**config.mk**
```make
export PLATFORM = sky130hd
export DESIGN_NAME = modbus_rtu_read_register_slave
export DESIGN_NICKNAME = d
export VERILOG_FILES = /design/src/rtl/mbrs_pkg.sv /design/src/rtl/mbrs_front.sv /design/src/rtl/mbrs_queue.sv /design/src/rtl/mbrs_back.sv /design/src/rtl/modbus_rtu_read_register_slave.sv
export SDC_FILE = /design/constraint.sdc
export NUM_CORES = 1
export LEC_CHECK = 0
export BUFFER_PORTS_ARGS = -buffer_cell sky130_fd_sc_hd__buf_4
export CORE_MARGIN = 2
export CORE_UTILIZATION = 50
export CTS_BUF_LIST = sky130_fd_sc_hd__clkbuf_4 sky130_fd_sc_hd__clkbuf_8 sky130_fd_sc_hd__clkbuf_16
export DETAILED_ROUTE_END_ITERATION = 10
export HOLD_SLACK_MARGIN = 0.15
export PLACE_DENSITY = 0.66
export SETUP_SLACK_MARGIN = 0.15
export SLEW_MARGIN = 20
export SYNTH_ARGS = -nofsm -noshare
export SYNTH_HDL_FRONTEND = slang
export SYNTH_SLANG_ARGS = --single-unit
```
**constraint.sdc**
```tcl
create_clock -name clock -period 7.1 [get_ports clock]
set_input_delay 0.71 -clock clock [delete_from_list [all_inputs] [get_ports clock]]
set_output_delay 0.71 -clock clock [all_outputs]
set_load 0.05 [all_outputs]
```
**src/rtl/mbrs_pkg.sv**
```systemverilog
// ----------------------------------------------------------------------------
// Modbus read-register slave package
// Shared types, constants and the fixed register image.
// ----------------------------------------------------------------------------
`default_nettype none
package mbrs_pkg;
   localparam int IMAGE_WORDS = 52;
   localparam logic [7:0] FC_READ = 8'h03;
   localparam logic [7:0] EXC_FLAG = 8'h80;
   localparam logic [7:0] EXC_FUNCTION = 8'h01;
   localparam logic [7:0] EXC_RANGE = 8'h02;
   localparam logic [15:0] CRC_INIT = 16'hFFFF;
   localparam logic [15:0] CRC_POLY = 16'hA001;
   localparam logic [7:0] UNIT_WORD = 8'd23;

   typedef enum logic [1:0] {
      JOB_READ = 2'd0,
      JOB_EXC_FUNCTION = 2'd1,
      JOB_EXC_RANGE = 2'd2
   } job_kind_type;

   typedef struct packed {
      job_kind_type kind;
      logic [7:0] unit;
      logic [7:0] fc;
      logic [7:0] addr;
      logic [7:0] qty;
   } job_type;

   function automatic logic [15:0] crc_byte(input logic [15:0] crc, input logic [7:0] b);
      logic [15:0] c;
      c = crc ^ {8'h00, b};
      for (int k = 0; k < 8; k++) begin
         c = c[0] ? ((c >> 1) ^ CRC_POLY) : (c >> 1);
      end
      return c;
   endfunction

   function automatic logic [15:0] image_word(input logic [7:0] idx);
      logic [15:0] w;
      case (idx)
         8'd0: w = 16'h000B;  8'd1: w = 16'h0034;  8'd2: w = 16'h0000;  8'd3: w = 16'h0001;
         8'd4: w = 16'hC200;  8'd5: w = 16'h0000;  8'd6: w = 16'h4545;  8'd7: w = 16'h4D34;
         8'd8: w = 16'h3030;  8'd9: w = 16'h2D2D;  8'd10: w = 16'h442D; 8'd11: w = 16'h4D4F;
         8'd12: w = 16'h2020; 8'd13: w = 16'h2020; 8'd14: w = 16'h000B; 8'd15: w = 16'h0001;
         8'd16: w = 16'h2345; 8'd17: w = 16'h0067; 8'd22: w = 16'h03E8;
         8'd27: w = 16'h000D; 8'd28: w = 16'hEBDF; 8'd29: w = 16'h000D; 8'd30: w = 16'hEBDF;
         8'd31: w = 16'h0007; 8'd32: w = 16'hA120; 8'd33: w = 16'h0001; 8'd34: w = 16'h86A0;
         8'd35: w = 16'h00E6; 8'd36: w = 16'h0034; 8'd37: w = 16'h0078; 8'd38: w = 16'h0032;
         8'd39: w = 16'h005F; 8'd40: w = 16'h00E7; 8'd41: w = 16'h0032; 8'd42: w = 16'h006E;
         8'd43: w = 16'h0032; 8'd44: w = 16'h0060; 8'd45: w = 16'h00E5; 8'd46: w = 16'h0030;
         8'd47: w = 16'h0064; 8'd48: w = 16'h0032; 8'd49: w = 16'h005E; 8'd50: w = 16'h014A;
         8'd51: w = 16'h0096;
         default: w = 16'h0000;
      endcase
      return w;
   endfunction
endpackage
`default_nettype wire

```
**src/rtl/mbrs_front.sv**
```systemverilog
// ----------------------------------------------------------------------------
// Modbus request front end
// Collects bytes in a sliding window, checks the CRC one byte per cycle and
// classifies each valid frame for this unit into a reply job.
// ----------------------------------------------------------------------------
`default_nettype none
module mbrs_front #(
   parameter int MAP_WORDS = 52,
   parameter int MAX_QUANTITY = 20
) (
   input wire logic clock,
   input wire logic reset,
   input wire logic [7:0] unit_address,
   input wire logic req_valid,
   output logic req_ready,
   input wire logic req_action,
   input wire logic [7:0] req_rx_byte,
   output logic job_valid,
   input wire logic job_ready,
   output mbrs_pkg::job_type job
);
   import mbrs_pkg::*;

   typedef enum logic [1:0] {S_IDLE, S_CRC, S_PUSH} state_type;

   state_type state_ff;
   logic [7:0] win_ff [8];
   logic [3:0] fill_ff;
   logic [2:0] k_ff;
   logic [15:0] crc_ff;
   job_type job_ff;

   logic [16:0] sum;
   logic [15:0] qty16;
   logic [15:0] addr16;
   logic [15:0] crc_next;

   assign req_ready = (state_ff == S_IDLE);
   assign job_valid = (state_ff == S_PUSH);
   assign job = job_ff;
   assign addr16 = {win_ff[2], win_ff[3]};
   assign qty16 = {win_ff[4], win_ff[5]};
   assign sum = {1'b0, addr16} + {1'b0, qty16};
   assign crc_next = crc_byte(crc_ff, win_ff[k_ff]);

   always_ff @(posedge clock) begin
      if (reset) begin
         state_ff <= S_IDLE;
         fill_ff <= 4'd0;
         for (int i = 0; i < 8; i++) win_ff[i] <= 8'h00;
      end else begin
         case (state_ff)
            S_IDLE: begin
               if (req_valid) begin
                  if (req_action) begin
                     fill_ff <= 4'd0;
                     for (int i = 0; i < 8; i++) win_ff[i] <= 8'h00;
                  end else begin
                     if (fill_ff < 4'd8) begin
                        win_ff[fill_ff[2:0]] <= req_rx_byte;
                        fill_ff <= fill_ff + 4'd1;
                     end else begin
                        for (int i = 0; i < 7; i++) win_ff[i] <= win_ff[i + 1];
                        win_ff[7] <= req_rx_byte;
                     end
                     if (fill_ff >= 4'd7) begin
                        state_ff <= S_CRC;
                        k_ff <= 3'd0;
                        crc_ff <= CRC_INIT;
                     end
                  end
               end
            end
            S_CRC: begin
               if (k_ff == 3'd6) begin
                  state_ff <= S_IDLE;
                  if (crc_ff == {win_ff[7], win_ff[6]}) begin
                     fill_ff <= 4'd0;
                     if (win_ff[0] == unit_address) begin
                        state_ff <= S_PUSH;
                        job_ff.unit <= win_ff[0];
                        job_ff.fc <= win_ff[1];
                        job_ff.addr <= win_ff[3];
                        job_ff.qty <= win_ff[5];
                        if (win_ff[1] != FC_READ) begin
                           job_ff.kind <= JOB_EXC_FUNCTION;
                        end else if (qty16 == 16'd0 || qty16 > 16'(MAX_QUANTITY)
                                     || sum > 17'(MAP_WORDS)) begin
                           job_ff.kind <= JOB_EXC_RANGE;
                        end else begin
                           job_ff.kind <= JOB_READ;
                        end
                     end
                  end
               end else begin
                  crc_ff <= crc_next;
                  k_ff <= k_ff + 3'd1;
               end
            end
            S_PUSH: begin
               if (job_ready) state_ff <= S_IDLE;
            end
            default: state_ff <= S_IDLE;
         endcase
      end
   end
endmodule
`default_nettype wire

```
**src/rtl/mbrs_queue.sv**
```systemverilog
// ----------------------------------------------------------------------------
// Modbus job queue
// Two-entry queue between the front end and the reply generator.
// ----------------------------------------------------------------------------
`default_nettype none
module mbrs_queue (
   input wire logic clock,
   input wire logic reset,
   input wire logic in_valid,
   output logic in_ready,
   input wire mbrs_pkg::job_type in_job,
   output logic out_valid,
   input wire logic out_ready,
   output mbrs_pkg::job_type out_job
);
   import mbrs_pkg::*;

   job_type slot_ff [2];
   logic rd_ff;
   logic wr_ff;
   logic [1:0] count_ff;
   logic push;
   logic pop;

   assign in_ready = (count_ff != 2'd2);
   assign out_valid = (count_ff != 2'd0);
   assign out_job = slot_ff[rd_ff];
   assign push = in_valid && in_ready;
   assign pop = out_valid && out_ready;

   always_ff @(posedge clock) begin
      if (push) slot_ff[wr_ff] <= in_job;
      if (reset) begin
         rd_ff <= 1'b0;
         wr_ff <= 1'b0;
         count_ff <= 2'd0;
      end else begin
         if (push) wr_ff <= ~wr_ff;
         if (pop) rd_ff <= ~rd_ff;
         count_ff <= count_ff + {1'b0, push} - {1'b0, pop};
      end
   end
endmodule
`default_nettype wire

```
**src/rtl/mbrs_back.sv**
```systemverilog
// ----------------------------------------------------------------------------
// Modbus reply generator
// Emits one reply byte per transfer and folds each header and data byte into the running CRC.
// ----------------------------------------------------------------------------
`default_nettype none
module mbrs_back #(
   parameter int MAP_WORDS = 52
) (
   input wire logic clock,
   input wire logic reset,
   input wire logic [7:0] unit_address,
   input wire logic job_valid,
   output logic job_ready,
   input wire mbrs_pkg::job_type job,
   output logic rsp_valid,
   input wire logic rsp_ready,
   output logic [7:0] rsp_tx_byte,
   output logic rsp_last_byte
);
   import mbrs_pkg::*;

   typedef enum logic [2:0] {
      S_IDLE, S_HEAD0, S_HEAD1, S_HEAD2, S_DATA, S_CRCLO, S_CRCHI
   } state_type;

   state_type state_ff;
   job_type job_ff;
   logic [15:0] crc_ff;
   logic [7:0] idx_ff;
   logic [7:0] left_ff;
   logic hi_ff;
   logic [7:0] byte_sel;
   logic [15:0] word;
   logic take;

   assign job_ready = (state_ff == S_IDLE);
   assign rsp_valid = (state_ff != S_IDLE);
   assign take = rsp_valid && rsp_ready;
   assign rsp_last_byte = (state_ff == S_CRCHI);
   assign rsp_tx_byte = byte_sel;

   always_comb begin
      if (idx_ff == UNIT_WORD) word = {8'h00, unit_address};
      else if (int'(idx_ff) < MAP_WORDS) word = image_word(idx_ff);
      else word = 16'h0000;
      case (state_ff)
         S_HEAD0: byte_sel = job_ff.unit;
         S_HEAD1: byte_sel = (job_ff.kind == JOB_READ) ? job_ff.fc : (job_ff.fc | EXC_FLAG);
         S_HEAD2: begin
            case (job_ff.kind)
               JOB_EXC_FUNCTION: byte_sel = EXC_FUNCTION;
               JOB_EXC_RANGE: byte_sel = EXC_RANGE;
               default: byte_sel = {job_ff.qty[6:0], 1'b0};
            endcase
         end
         S_DATA: byte_sel = hi_ff ? word[15:8] : word[7:0];
         S_CRCLO: byte_sel = crc_ff[7:0];
         S_CRCHI: byte_sel = crc_ff[15:8];
         default: byte_sel = 8'h00;
      endcase
   end

   always_ff @(posedge clock) begin
      if (reset) begin
         state_ff <= S_IDLE;
      end else begin
         case (state_ff)
            S_IDLE: begin
               if (job_valid) begin
                  job_ff <= job;
                  crc_ff <= CRC_INIT;
                  state_ff <= S_HEAD0;
               end
            end
            S_HEAD0, S_HEAD1: begin
               if (take) begin
                  crc_ff <= crc_byte(crc_ff, byte_sel);
                  state_ff <= (state_ff == S_HEAD0) ? S_HEAD1 : S_HEAD2;
               end
            end
            S_HEAD2: begin
               if (take) begin
                  crc_ff <= crc_byte(crc_ff, byte_sel);
                  idx_ff <= job_ff.addr;
                  left_ff <= job_ff.qty;
                  hi_ff <= 1'b1;
                  state_ff <= (job_ff.kind == JOB_READ) ? S_DATA : S_CRCLO;
               end
            end
            S_DATA: begin
               if (take) begin
                  crc_ff <= crc_byte(crc_ff, byte_sel);
                  hi_ff <= ~hi_ff;
                  if (!hi_ff) begin
                     idx_ff <= idx_ff + 8'd1;
                     left_ff <= left_ff - 8'd1;
                     if (left_ff == 8'd1) state_ff <= S_CRCLO;
                  end
               end
            end
            S_CRCLO: if (take) state_ff <= S_CRCHI;
            S_CRCHI: if (take) state_ff <= S_IDLE;
            default: state_ff <= S_IDLE;
         endcase
      end
   end
endmodule
`default_nettype wire

```
**src/rtl/modbus_rtu_read_register_slave.sv**
```systemverilog
// ----------------------------------------------------------------------------
// Modbus RTU read-holding-registers slave
// Byte-serial slave answering function 3 requests from a fixed register map.
//
// The req_ channel carries one received byte (req_action low) or a line
// silence mark (req_action high). The rsp_ channel returns reply bytes, one
// per transfer, with rsp_last_byte on the final CRC byte. csr_ writes the unit
// address, which resets to 1.
// Once the window holds eight bytes, the front end checks the CRC after each
// byte, one byte per cycle through a single CRC step, and takes no byte
// meanwhile; a byte that completes a frame for this unit also waits while
// the queue is full. A valid frame becomes a job in a two-entry queue. The
// reply generator emits one byte per cycle while the receiver takes them,
// 5 to 45 bytes per reply. The first byte is offered once the idle reply
// generator has taken the job from the queue. When the receiver stalls, the
// reply holds; the front end keeps taking bytes until a completed frame
// finds the queue full. Reset empties the window, the queue and any reply.
// ----------------------------------------------------------------------------
`default_nettype none
module modbus_rtu_read_register_slave #(
   parameter int MAP_WORDS = 52,
   parameter int MAX_QUANTITY = 20
) (
   input wire logic clock,
   input wire logic reset,
   input wire logic csr_valid,
   output logic csr_ready,
   input wire logic [7:0] csr_unit_address,
   input wire logic req_valid,
   output logic req_ready,
   input wire logic req_action,
   input wire logic [7:0] req_rx_byte,
   output logic rsp_valid,
   input wire logic rsp_ready,
   output logic [7:0] rsp_tx_byte,
   output logic rsp_last_byte
);
   import mbrs_pkg::*;

   logic [7:0] unit_ff;
   logic fq_valid, fq_ready, qb_valid, qb_ready;
   job_type fq_job, qb_job;

   assign csr_ready = 1'b1;

   always_ff @(posedge clock) begin
      if (reset) unit_ff <= 8'd1;
      else if (csr_valid) unit_ff <= csr_unit_address;
   end

   mbrs_front #(.MAP_WORDS(MAP_WORDS), .MAX_QUANTITY(MAX_QUANTITY)) u_front (
      .clock(clock), .reset(reset), .unit_address(unit_ff),
      .req_valid(req_valid), .req_ready(req_ready), .req_action(req_action),
      .req_rx_byte(req_rx_byte),
      .job_valid(fq_valid), .job_ready(fq_ready), .job(fq_job)
   );

   mbrs_queue u_queue (
      .clock(clock), .reset(reset),
      .in_valid(fq_valid), .in_ready(fq_ready), .in_job(fq_job),
      .out_valid(qb_valid), .out_ready(qb_ready), .out_job(qb_job)
   );

   mbrs_back #(.MAP_WORDS(MAP_WORDS)) u_back (
      .clock(clock), .reset(reset), .unit_address(unit_ff),
      .job_valid(qb_valid), .job_ready(qb_ready), .job(qb_job),
      .rsp_valid(rsp_valid), .rsp_ready(rsp_ready),
      .rsp_tx_byte(rsp_tx_byte), .rsp_last_byte(rsp_last_byte)
   );
endmodule
`default_nettype wire

```
After elaboration in Yosys (flattened, before gate mapping)
Memory sizes are Yosys's and may differ from the RTL's. A register that Yosys moved wholly into a read port is not among the register bits.
Cells that the tools add are included.
{"block": "op_classes", "eq_ne": 34, "bitwise": 38, "muxes": 115, "n_reduce_logical": 27, "n_lt_le_gt_ge": 5, "addsub": 7}
{"op": "16-bit two-way mux", "count": 25}
{"op": "8-bit two-way mux", "count": 25}
{"op": "16-bit one-hot mux with 2 select lines", "count": 2}
{"op": "2-bit NOT with 3-bit output", "count": 16}
{"op": "8-bit one-hot mux with 2 select lines", "count": 3}
{"op": "8-bit one-hot mux with 6 select lines", "count": 1}
{"op": "3-bit two-way mux", "count": 14}
{"op": "16-bit by 8-bit bitwise XOR with 16-bit output", "count": 2}
{"op": "1-bit two-way mux", "count": 26}
{"op": "2-bit by 1-bit inequality test with 1-bit output (second input constant)", "count": 11}
{"op": "4-bit two-way mux", "count": 5}
{"op": "5-bit AND reduction", "count": 4}
{"op": "3-bit one-hot mux with 6 select lines", "count": 1}
{"op": "16-bit by 16-bit adder with 17-bit output", "count": 1}
{"op": "17-bit by 6-bit > comparator with 1-bit output (second input constant)", "count": 1}
{"op": "16-bit equality test", "count": 1}
{"op": "16-bit by 5-bit > comparator with 1-bit output (second input constant)", "count": 1}
{"op": "16-bit logical NOT", "count": 1}
{"op": "2-bit two-way mux", "count": 8}
{"op": "1-bit OR", "count": 16}
{"op": "3-bit equality test (second input constant)", "count": 4}
{"op": "2-bit inequality test (second input constant)", "count": 6}
{"op": "8-bit by 1-bit adder with 8-bit output (second input constant)", "count": 1}
{"op": "8-bit by 1-bit equality test with 1-bit output (second input constant)", "count": 1}
{"op": "35 further kinds", "count": 50}
{"block": "word_totals", "reg_bits": 107, "rom_bits": 1024, "ram_bits": 132, "wordCells": 247, "mem_count": 3, "output_inout_bits": 12}
{"memory": "(no name shown)", "depth": 64, "word_bits": 16, "rd": 1, "rd_ports_with_merged_regs": 1, "write_ports": 0, "line": "mbrs_pkg.sv:41", "source": "case (idx)"}
{"memory": "u_queue.slot_ff", "depth": 2, "word_bits": 34, "rd": 1, "rd_ports_with_merged_regs": 1, "write_ports": 1, "line": "mbrs_queue.sv:18", "source": "job_type slot_ff [2];"}
{"memory": "u_front.win_ff", "depth": 8, "word_bits": 8, "rd": 9, "rd_ports_with_merged_regs": 1, "write_ports": 8, "line": "mbrs_front.sv:27", "source": "logic [7:0] win_ff [8];"}

Logic depth before layout (Yosys ltp)
{"block": "depth", "word_depth": 25, "depth_mapped": 14, "mapped_depth_nobuf": 11}

Modules after synthesis
A second synthesis with hierarchy kept.
{"block": "unflattened", "cells_unflattened": 1156, "hier_area_um2": 14671.6}
{"mod": "mbrs_front", "area_per_inst_um2": 6722.7, "instances": 1, "cells_per_inst": 503}
{"mod": "mbrs_back", "area_per_inst_um2": 4934.7, "instances": 1, "cells_per_inst": 490}
{"mod": "mbrs_queue", "area_per_inst_um2": 2712.6, "instances": 1, "cells_per_inst": 135}
{"mod": "modbus_rtu_read_register_slave", "area_per_inst_um2": 301.5, "instances": 1, "cells_per_inst": 28}

Least setup slack after synthesis
No wires, ideal clock.
{"block": "synth_path", "kind": "input port to flip-flop", "start": "input reset", "end": "register u_back.job_ff[0] (netlist name) (enable)", "setup_slack_ns": 3.127, "required_ns": 6.633, "path_buffers": 2, "cell_stages": 3, "arrival_ns": 3.506, "cell_sequence": "clkbuf_1 -> buf_1 -> nor3_1"}
{"block": "synth_via", "elab_chain_len": 2}
{"element": "start, declared", "line": "modbus_rtu_read_register_slave.sv:25", "source": "input wire logic reset,"}
{"element": "1-bit NOT (no source line)"}
{"element": "3-bit AND reduction (no source line)"}
{"element": "end signal, assigned", "line": "mbrs_back.sv:70", "source": "job_ff <= job;"}
{"element": "end, declared", "line": "mbrs_back.sv:27", "source": "job_type job_ff;"}
Every way passes these cells.
A chain may end at the register's enable or synchronous reset.

==> impl_metrics.env <==
export IMPL_outcome="finished clean"
export IMPL_finalSetupViolations=0
export IMPL_tightest_slew_ns=1.11
export IMPL_antennaDiodeCount=0
export IMPL_cp_num_buf_inv=3
export IMPL_antenna_found_initial=0
export IMPL_p_per_area_mw_per_mm2=289
export IMPL_cts_hold_buffers=0
export IMPL_cp_cell_sequence="buf_4 -> or4b_1 -> a21oi_2 -> buf_4 -> mux2i_1 -> inv_1 -> ha_1 -> nand2_1 -> nand3_1 -> o211ai_1 -> o221ai_1 -> a31o_2"
export IMPL_max_slew_margin=0.259
export IMPL_cp_common_cell="buf_4"
export IMPL_drt_wl_total_um=32400
export IMPL_slowest_delay_ns=0.71
export IMPL_grt_pass1_wl_um=50200
export IMPL_postCtsSetupBuffers=0
export IMPL_cts_tree="yes"
export IMPL_syn_nets=1147
export IMPL_rsz0062_at_grt="no"
export IMPL_utilization=0.567
export IMPL_viasPerCell=5.92
export IMPL_synth_flop_cell="edfxtp_1"
export IMPL_num_vias=8905
export IMPL_routedWlPerCell_um=21.5
export IMPL_power_frac_comb=0.199
export IMPL_swShare=0.272
export IMPL_p_int_mw=3.34
export IMPL_crit_path_max_fanout=31
export IMPL_endpoint_kind="flip-flop"
export IMPL_max_freq_mhz=247
export IMPL_p_sw_mw=1.25
export IMPL_overflow=0
export IMPL_fin_crit_ns=4.05
export IMPL_start_kind="flip-flop"
export IMPL_place_congestion=0.896
export IMPL_rows=61
export IMPL_insertion_delay_ns=0.56
export IMPL_synth_edf_count=252
export IMPL_worstPathArrival_ns=4.50
export IMPL_drive_gt1_frac=0.165
export IMPL_num_io_pins=34
export IMPL_clk_pin_slew_worst_paths_ns=0.06
export IMPL_root_buffer="clkbuf_16"
export IMPL_required_ns=7.55
export IMPL_clock_sinks=292
export IMPL_cts_resized=0
export IMPL_seq_power_share=0.460
export IMPL_maxSlewViolCount=0
export IMPL_area_delta_synth_final_pct=10.8
export IMPL_die_height_um=173
export IMPL_hp_class="input port to flip-flop"
export IMPL_finalCritPeriodShare=0.570
export IMPL_die_area_sq_mm=0.0300
export IMPL_critPathTopFamily="buffers and inverters"
export IMPL_total_power_mw=4.59
export IMPL_htree_levels=1
export IMPL_synth_cells=1088
export IMPL_ys_ff_latch=292
export IMPL_ir_drop_v=0.000167
export IMPL_die_x_um=173
export IMPL_skew_ns=0.00854
export IMPL_cts_buffers=31
export IMPL_criticalPathCategory="flip-flop to flip-flop"
export IMPL_clock_power_share=0.341
export IMPL_nNetsFinal=1162
export IMPL_grt_pass1_vias=8666
export IMPL_synth_area_sq_mm=0.0143
export IMPL_postRouteAntennaNets=0
export IMPL_drv_cap=0
export IMPL_p_leak_nw=5.57
export IMPL_synthArstFlopShare=0
export IMPL_initial_core_util=0.511
export IMPL_grt_start_max_net_pins=58
export IMPL_hold_viol=0
export IMPL_design_area_sq_mm=0.0159
export IMPL_drc=0
export IMPL_tns_ns=0
export IMPL_crit_path_top_delay_cell="mux2i_1"
export IMPL_yosys_warnings=0
export IMPL_gr_usage_all_layers=0.215
export IMPL_first_pass_iters=5
export IMPL_dp_hpwl_um=22600
export IMPL_clockBufferDepth=3
export IMPL_drt_initial_drc_count=1029
export IMPL_place_area_sq_mm=0.0149
export IMPL_netlist_cell_type_count=76
export IMPL_coreArea_sq_mm=0.0280
export IMPL_seq_area_frac_synth=0.584
export IMPL_numPortBuffers=32
export IMPL_syn_avg_cell_area_sq_um=13.2
==> layout by cell type, fill, tap and decap left out, types with 9 or more instances in the layout <==
cell type / instances
nand3_1: 13
nor4_1: 15
nor2_1: 49
inv_1: 25
xor2_1: 18
a221oi_1: 9
a22o_1: 65
mux2_2: 42
nor2b_1: 11
nand4_1: 13
ha_1: 36
clkbuf_16: 32
nand2_1: 72
edfxtp_1: 252
nand2b_1: 25
xnor2_1: 61
dfxtp_1: 40
nor3_1: 9
a21oi_1: 34
mux2i_1: 36
o21ai_0: 47
buf_4: 51
and2_1: 12
mux4_2: 16
==> metrics by stage <==
step	setup slack, ns	hold slack [ns]	instances
finish	3.05	0.383	1505
global placement	3.18	0.423	1447
global route	2.80	0.378	1505
CTS	3.14	0.373	1505
detailed placement	3.14	0.429	1448
floorplan	3.13	0.421	1088
==> cell families (layout without fill, tap and decap cells) <==
kind of cell / Yosys count / after routing / synth area share
other: 1 / 1 / 0.000262
AOI/OAI and AO/OA: 223 / 223 / 0.114
DFF: 292 / 292 / 0.584
and+or+nand+nor: 259 / 259 / 0.0944
xor gates and xnor gates: 87 / 87 / 0.0610
adders and majority gates: 37 / 37 / 0.0328
muxes: 95 / 95 / 0.0841
buffers and inverters: 94 / 133 / 0.0289
==> Yosys cell counts (13+ instances only) <==
library cell	n	area share
buf_1	15	0.0039
a22o_1	65	0.040
nand4_1	13	0.0057
xor2_1	18	0.011
nand2_1	72	0.019
a21oi_1	35	0.012
mux2_2	42	0.033
nor2_1	49	0.013
edfxtp_1	252	0.53
and2_1	13	0.0057
xnor2_1	61	0.037
ha_1	36	0.031
dfxtp_1	40	0.056
mux2i_1	36	0.025
mux4_2	16	0.025
nand2b_1	25	0.011
nor4_1	16	0.0070
inv_1	25	0.0066
o21ai_0	47	0.016
buf_2	16	0.0056
clkbuf_1	30	0.0079
nand3_1	13	0.0045
==> sequential cells by signal, indices dropped and copies added, names as in the netlist, named ones only <==
signal / cells
u_back.crc_ff: 16
u_back.hi_ff: 1
u_back.idx_ff: 8
u_back.job_ff: 34
u_back.left_ff: 8
u_back.state_ff: 3
u_front.crc_ff: 16
u_front.fill_ff: 4
u_front.job: 34
u_front.k_ff: 3
u_front.state_ff: 2
u_front.win_ff: 64
u_queue.count_ff: 2
u_queue.rd_ff: 1
u_queue.slot_ff: 68
u_queue.wr_ff: 1
unit_ff: 8
==> metal layers <==
metal / track usage / share of wire / routed length (um)
met1: 0.288 / 0.43 / 14000
met2: 0.368 / 0.49 / 15900
met3: 0.0274 / 0.048 / 1550
met4: 0.0632 / 0.028 / 901
met5: 0 / 0 / 0
==> worst register-to-register path, cell delays in order (launching register included) <==
cell	delay, ns
dfxtp_1	0.30
buf_4	0.32
or4b_1	0.63
a21oi_2	0.17
buf_4	0.33
mux2i_1	0.72
inv_1	0.30
ha_1	0.42
nand2_1	0.16
nand3_1	0.09
o211ai_1	0.12
o221ai_1	0.14
a31o_2	0.22
==> worst paths after layout <==
check | start | cells after the start | to | slack, ns
max | u_back.state_ff[2] | 12 | flip-flop | 3.05
min | csr_unit_address[0] | 2 | unit_ff[0] | 0.38
max reg2reg | u_back.state_ff[2] | 12 | flip-flop | 3.05
min reg2reg | u_front.job[2] | 0 | u_queue.slot_ff[1][2] | 0.44
==> cell type report <==
cell class | instances | area, sq um
Timing Repair Buffer | 51 | 383
Multi-Input combinational cell | 702 | 5570
Inverter | 25 | 93.8
Clock buffer | 39 | 866
Fill cell | 2262 | 12100
Clock inverter | 18 | 126
Sequential cell | 292 | 8370
Tap cell | 378 | 473
==> power groups by stage <==
| stage | Clock, mW | Sequential [mW] | Combinational (mW) |
|---|---|---|---|
| final | 1.57 | 2.11 | 0.914 |
| after global routing | 1.65 | 2.12 | 0.989 |
| after detailed placement | 0 | 2.14 | 0.914 |
| after floorplan | 0 | 2.08 | 0.746 |
| after CTS | 1.59 | 2.11 | 0.917 |
| after global placement | 0 | 2.14 | 0.898 |
(Power assumes the default switching activity.)
